**src/rtl/bfr_pkg.sv**
```systemverilog
`default_nettype none
package bfr_pkg;

	localparam int unsigned NUM_BINS    = 64;
	localparam int unsigned BIN_US      = 1000000;
	localparam int unsigned NUM_CLASSES = 9;

	localparam int unsigned BIN_W = $clog2(NUM_BINS);
	localparam int unsigned CLS_W = $clog2(NUM_CLASSES);

	localparam logic [31:0] BIN_US_W  = 32'(BIN_US);
	localparam logic [63:0] RING_SPAN = 64'(BIN_US) * 64'(NUM_BINS);

	// opcodes
	localparam logic [2:0] OP_RX    = 3'd0;
	localparam logic [2:0] OP_TX    = 3'd1;
	localparam logic [2:0] OP_LOCK  = 3'd2;
	localparam logic [2:0] OP_RETRY = 3'd3;
	localparam logic [2:0] OP_READ  = 3'd4;

	// frame classes
	localparam logic [CLS_W-1:0] CLS_OTHER = CLS_W'(0);
	localparam logic [CLS_W-1:0] CLS_ARP   = CLS_W'(1);
	localparam logic [CLS_W-1:0] CLS_IPV6  = CLS_W'(2);
	localparam logic [CLS_W-1:0] CLS_TCP   = CLS_W'(3);
	localparam logic [CLS_W-1:0] CLS_API   = CLS_W'(4);
	localparam logic [CLS_W-1:0] CLS_HTTP  = CLS_W'(5);
	localparam logic [CLS_W-1:0] CLS_UDP   = CLS_W'(6);
	localparam logic [CLS_W-1:0] CLS_NTP   = CLS_W'(7);
	localparam logic [CLS_W-1:0] CLS_MDNS  = CLS_W'(8);

	localparam logic [15:0] ET_ARP  = 16'h0806;
	localparam logic [15:0] ET_IPV6 = 16'h86DD;
	localparam logic [15:0] ET_IPV4 = 16'h0800;
	localparam logic [7:0]  PROTO_TCP = 8'd6;
	localparam logic [7:0]  PROTO_UDP = 8'd17;
	localparam logic [15:0] PORT_API  = 16'd6053;
	localparam logic [15:0] PORT_HTTP = 16'd80;
	localparam logic [15:0] PORT_NTP  = 16'd123;
	localparam logic [15:0] PORT_MDNS = 16'd5353;
	localparam logic [15:0] SAT16 = 16'hFFFF;

	typedef struct packed {
		logic [2:0]  opcode;
		logic [31:0] now_us;
		logic [15:0] ether_type;
		logic [3:0]  ip_header_words;
		logic [7:0]  ip_protocol;
		logic [15:0] src_port;
		logic [15:0] dst_port;
		logic [13:0] frame_length;
		logic [31:0] wait_us;
		logic [7:0]  bin_index;
		logic [3:0]  class_index;
	} item_t;

	typedef struct packed {
		logic        valid_res;
		logic [31:0] bin_start_us;
		logic [15:0] rx_count;
		logic [15:0] tx_count;
		logic [31:0] rx_byte_total;
		logic [31:0] tx_byte_total;
		logic [31:0] lock_wait_peak_us;
		logic [15:0] retry_count;
	} result_t;

	typedef struct packed {
		logic [31:0]                        start;
		logic [NUM_CLASSES-1:0][15:0]       rx_cnt;
		logic [NUM_CLASSES-1:0][15:0]       tx_cnt;
		logic [31:0]                        rx_octets;
		logic [31:0]                        tx_octets;
		logic [31:0]                        peak;
		logic [15:0]                        retries;
	} row_t;

endpackage
`default_nettype wire

```
**src/rtl/bfr_classify.sv**
```systemverilog
`default_nettype none
module bfr_classify (
	input  wire bfr_pkg::item_t               item,
	output logic [bfr_pkg::CLS_W-1:0]         cls
);
	logic [5:0]  ihl;
	logic [14:0] need_len;
	logic        tcp_api, tcp_http, udp_ntp, udp_mdns;

	assign ihl      = {item.ip_header_words, 2'b00};
	assign need_len = 15'd18 + 15'(ihl);
	assign tcp_api  = item.src_port == bfr_pkg::PORT_API  || item.dst_port == bfr_pkg::PORT_API;
	assign tcp_http = item.src_port == bfr_pkg::PORT_HTTP || item.dst_port == bfr_pkg::PORT_HTTP;
	assign udp_ntp  = item.src_port == bfr_pkg::PORT_NTP  || item.dst_port == bfr_pkg::PORT_NTP;
	assign udp_mdns = item.src_port == bfr_pkg::PORT_MDNS || item.dst_port == bfr_pkg::PORT_MDNS;

	always_comb begin
		cls = bfr_pkg::CLS_OTHER;
		if (item.frame_length < 14'd14) begin
			cls = bfr_pkg::CLS_OTHER;
		end else if (item.ether_type == bfr_pkg::ET_ARP) begin
			cls = bfr_pkg::CLS_ARP;
		end else if (item.ether_type == bfr_pkg::ET_IPV6) begin
			cls = bfr_pkg::CLS_IPV6;
		end else if (item.ether_type != bfr_pkg::ET_IPV4 || item.frame_length < 14'd34) begin
			cls = bfr_pkg::CLS_OTHER;
		end else if (ihl < 6'd20 || 15'(item.frame_length) < need_len) begin
			cls = bfr_pkg::CLS_OTHER;
		end else if (item.ip_protocol == bfr_pkg::PROTO_TCP) begin
			cls = tcp_api ? bfr_pkg::CLS_API : (tcp_http ? bfr_pkg::CLS_HTTP : bfr_pkg::CLS_TCP);
		end else if (item.ip_protocol == bfr_pkg::PROTO_UDP) begin
			cls = udp_ntp ? bfr_pkg::CLS_NTP : (udp_mdns ? bfr_pkg::CLS_MDNS : bfr_pkg::CLS_UDP);
		end
	end
endmodule
`default_nettype wire

```
**config.mk**
```make
export PLATFORM = sky130hd
export DESIGN_NAME = bfr_classify
export DESIGN_NICKNAME = d
export VERILOG_FILES = /design/src/rtl/bfr_pkg.sv /design/src/rtl/bfr_classify.sv
export SDC_FILE = /design/constraint.sdc
export NUM_CORES = 1
export LEC_CHECK = 0
export BUFFER_PORTS_ARGS = -buffer_cell sky130_fd_sc_hd__buf_4
export CORE_AREA = 2 2 61 63
export DETAILED_ROUTE_END_ITERATION = 7
export DIE_AREA = 0 0 63 65
export PLACE_DENSITY_LB_ADDON = 0.05
export SETUP_SLACK_MARGIN = 0.1
export SYNTH_ARGS = -nofsm -noshare
export SYNTH_HDL_FRONTEND = slang
export SYNTH_SLANG_ARGS = --single-unit
```
**constraint.sdc**
```tcl
create_clock -name vclk -period 4.7
set_input_delay 0.705 -clock vclk [all_inputs]
set_output_delay 0.705 -clock vclk [all_outputs]
set_load 0.02 [all_outputs]
```
==> results of run 1 <==
## path summary, 6_finish.rpt
kind	endpoint	slack (ns)	depth (start not counted)
min	cls[1]	1.81	4
max	cls[1]	1.45	8
## cells in the mapped netlist (2+ instances only)
master	n	area (µm²)
inv_1	5	18.8
and3b_1	2	17.5
nor4b_1	4	35.0
nor4_2	2	25.0
and4b_1	3	30.0
o22ai_1	2	12.5
nand2_1	8	30.0
nor4_1	4	25.0
o21ai_0	3	15.0
nand4_1	5	31.3
ha_1	7	87.6
nand4b_1	2	17.5
nor3_1	5	25.0
a21oi_1	4	20.0
nand3_1	3	15.0
nor2_1	5	18.8
and4bb_2	2	25.0
## kinds of logic after synthesis
| group | synth area share, % |
|---|---|
| fa+ha+maj | 13.3 |
| simple gates | 60.5 |
| compound gates | 23.4 |
| buf+inv | 2.85 |
## stage by stage
stage / cell area, µm² / setup WS, ns
2_1_floorplan: 658 / 1.62
3_3_place_gp: 1300 / 1.42
3_5_place_dp: 1300 / 1.44
4_1_cts: 1300 / 1.43
5_1_grt: 1300 / 1.29
6_report: 1300 / 1.45
## layout make-up
| cell class | count | area share, % |
|---|---|---|
| inverter | 5 | 1.45 |
| multi-input combinational | 85 | 49.3 |
| timing repair buffer | 77 | 44.6 |
| tap | 48 | 4.63 |
## per-layer routing
| metal | vias up | global-route usage (%) | part of all wire [%] |
|---|---|---|---|
| li1 | 532 | - | - |
| met1 | 431 | 17.4 | 50 |
| met2 | 71 | 16.1 | 35 |
| met3 | 0 | 3.30 | 15 |
| met4 | 0 | 0 | 0 |
| met5 | - | 0 | 0 |
## worst min-delay path: stages
cell and delay (ns):
buf_4 0.10, or4_1 0.10, a21oi_1 0.05, buf_4 0.15
## where the power goes
part,leakage (nW),total [mW],internal (mW),switching [mW]
logic,0.597,0.0742,0.0494,0.0248
clock network,0,0,0,0
registers,0,0,0,0
==> impl_metrics.json, run 1 <==
{
  "crit_family": "simple AND/OR/NAND/NOR gates",
  "antenna_found_initial": 0,
  "gp_congestion": 0.741,
  "fmax_ghz": 0.308,
  "seq_cells": 0,
  "synth_area_per_cell_um2": 7.31,
  "synthCells": 90,
  "globalRouteOverflowTotal": 0,
  "rsz0062_at_grt": "no",
  "regArea_um2": 0,
  "holdCritPathClass": "in -> out",
  "fillers": 364,
  "cts.repair.resized": 0,
  "hold_start": "item[103]",
  "portBuffers": 77,
  "cp_max_fo": 3,
  "coreArea_um2": 3500,
  "crit_slowest_cell": "or4_4",
  "synthesis.area_um2": 658,
  "ys_seq_area_share_pct": 0,
  "viasPerCell": 4.81,
  "peakVddDrop_mv": 0.0234,
  "grt_pass1_wl_um": 4000,
  "routedWlPerCell_um": 11.4,
  "mostFrequentLayoutCells": "buf_4 (77), nand2_1 (8), ha_1 (7)",
  "final_common_cell": "buf_4",
  "dieArea_um2": 4100,
  "worstSetupEndpointType": "primary output",
  "period_minus_slack_ns": 3.25,
  "path_cells": "buf_4, or4_4, or3_1, nor4_2, nor3_1, o21ai_1, a21oi_1, buf_4",
  "hpwl_um": 2310,
  "ys_warn_count": 0,
  "yosys.cell_types.count": 41,
  "setup_viol": 0,
  "final-hold-violation-count": 0,
  "whs_ns": 1.81,
  "fin_crit_sh_pct": 69.1,
  "die_w_um": 63,
  "powerDensity_nw_per_um2": 57.2,
  "vias": 1034,
  "syn_nets": 250,
  "tightest_slew_ns": 0.623,
  "syn2layout_area_growth_pct": 97.0,
  "drt_iter0_markers": 28,
  "max_slew_margin_pct": 57.9,
  "final_nets": 329,
  "cap_viol_max_count": 0,
  "hold_buffers": 0,
  "utilization_pct": 37.1,
  "grt_max_degree": 5,
  "ant_nets": 0,
  "cp_data_arrival_time_ns": 2.54,
  "fin_setup_tns_ns": 0,
  "multi_input_area_um2": 639,
  "io_pins": 157,
  "dr.pass1.iters": 4,
  "antenna_cells": 0,
  "drive_gt1_share_pct": 53.9,
  "drt_wl_total_um": 2460,
  "worst_path_largest_cell_delay_ns": 0.53,
  "drc": 0,
  "grt_pass1_vias": 930,
  "power.leakage_nw": 0.597,
  "worstPathRequired_ns": 3.99,
  "crit_top_cell": "buf_4",
  "p_total_mw": 0.0742,
  "startpoint_type": "primary input",
  "drv_slew": 0,
  "post_cts_buffers": 0,
  "num-clock-buffers": 0,
  "start_util_pct": 18.8,
  "num_rows": 22,
  "finalNonFillerCells": 215,
  "crit_start": "item[69]",
  "status": "complete, no violations",
  "placed_cells": 215,
  "grt_use_total_pct": 11.3,
  "path_buf_inv": 2,
  "dieHeight_um": 65,
  "path_class": "in -> out"
}
Power figures use the tool's default switching activity.
==> run 2, diff against run 1 <==
clock period = 2.7 ns   (was 4.7 ns; I/O delays follow)
==> impl_metrics.json, run 2 (synthesis gave the netlist of run 1 again) <==
{
  "max_slew_margin_pct": 60.5,
  "antenna_found_initial": 0,
  "peakVddDrop_mv": 0.0405,
  "path_class": "in -> out",
  "vias": 1042,
  "num_rows": 22,
  "critPathCapture": "cls[2]",
  "power.leakage_nw": 0.629,
  "antenna_cells": 0,
  "start_util_pct": 18.8,
  "routedWlPerCell_um": 11.7,
  "cp_data_arrival_time_ns": 2.22,
  "drc": 0,
  "p_sw_mw": 0.0464,
  "startpoint_type": "primary input",
  "drt_iter0_markers": 29,
  "worstPathRequired_ns": 2.30,
  "grt_pass1_vias": 983,
  "dieHeight_um": 65,
  "hold_buffers": 0,
  "drive_gt1_share_pct": 58.5,
  "worstSetupEndpointType": "primary output",
  "layout_setup_ws_ns": 0.0782,
  "status": "complete, no violations",
  "drv_slew": 0,
  "switching_share_pct": 34.0,
  "finalNonFillerCells": 219,
  "crit_start": "item[69]",
  "portBuffers": 77,
  "power_frac_seq_pct": 0,
  "holdCritPathClass": "in -> out",
  "dieArea_um2": 4100,
  "num-clock-buffers": 0,
  "io_pins": 157,
  "fin_crit_sh_pct": 97.1,
  "powerDensity_nw_per_um2": 98.8,
  "hpwl_um": 2360,
  "gp_congestion": 0.740,
  "cp_max_fo": 3,
  "setup_viol": 0,
  "placed_cells": 218,
  "p_int_mw": 0.0902,
  "clockPowerShare_pct": 0,
  "dr.pass1.iters": 4,
  "grt_max_degree": 5,
  "regArea_um2": 0,
  "fmax_ghz": 0.381,
  "grt_use_total_pct": 11.8,
  "grt_pass1_wl_um": 4120,
  "tightest_slew_ns": 0.585,
  "pre_cts_ws_ns": 0.0426,
  "whs_ns": 1.22,
  "final_nets": 333,
  "coreArea_um2": 3500,
  "cap_viol_max_count": 0,
  "seq_cells": 0,
  "ant_nets": 0,
  "final_common_cell": "buf_4",
  "period_minus_slack_ns": 2.62,
  "power_frac_comb_pct": 100.0,
  "viasPerCell": 4.76,
  "die_w_um": 63,
  "globalRouteOverflowTotal": 0,
  "drt_wl_total_um": 2570,
  "rsz0062_at_grt": "yes",
  "mostFrequentLayoutCells": "buf_4 (77), nand2_1 (8), ha_1 (6)",
  "syn2layout_area_growth_pct": 110,
  "final-hold-violation-count": 0
}
==> run 2: cell type report <==
cell class | instances | area, µm²
multi-input cells | 85 | 681
repair buffers | 81 | 623
well taps | 48 | 60.1
fillers | 371 | 2110
inverters | 5 | 18.8
==> run 2: timing repair <==
| action | in CTS | in global routing |
|---|---|---|
| resized for setup | 4 | 9 |
| setup endpoints to repair | 3 | 4 |
| endpoints found under the hold margin | 0 | 0 |
| pin swaps | 6 | 12 |
| buffers inserted | 0 | 1 |
==> run 2: how the worst min path moves through the flow <==
stage              start  endpoint  slack (ns)  cells after the start
2_1_floorplan  item[103]    cls[0]        1.02                      3
3_3_place_gp   item[103]    cls[1]        1.20                      4
3_5_place_dp   item[103]    cls[1]        1.22                      4
4_1_cts         item[95]    cls[3]        1.23                      4
5_1_grt         item[95]    cls[3]        1.24                      4
6_report        item[95]    cls[3]        1.22                      4
==> run 2: power by group through the flow <==
| stage | clock (mW) | sequential (mW) | combinational, mW |
|---|---|---|---|
| after floorplan | 0 | 0 | 0.0310 |
| after detailed placement | 0 | 0 | 0.131 |
| after global routing | 0 | 0 | 0.151 |
| final | 0 | 0 | 0.137 |
| after global placement | 0 | 0 | 0.130 |
| after CTS | 0 | 0 | 0.133 |
==> run 2: layer usage <==
metal | vias up | share of wire [%] | global-route usage (%)
met2 | 67 | 37 | 17.8
met3 | 0 | 14 | 3.99
met5 | - | 0 | 0
li1 | 536 | - | -
met1 | 439 | 49 | 17.0
met4 | 0 | 0 | 0
==> run 2: stage by stage <==
step / area [µm²] / setup TNS, ns / power, mW / util, %
floorplan: 658 / 0 / 0.0310 / -
detailed placement: 1320 / 0 / 0.131 / 37.7
finish: 1380 / 0 / 0.137 / 39.5
CTS: 1340 / 0 / 0.133 / 38.4
global route: 1380 / -0.00223 / 0.151 / 39.5
global placement: 1320 / 0 / 0.130 / 37.7
==> run 2: worst max-delay path, stage by stage <==
cell,delay [ns]
buf_6,0.09
or4_4,0.53
or2_0,0.21
o32a_1,0.39
and2_4,0.18
o21ai_2,0.11
and3b_1,0.18
buf_6,0.12
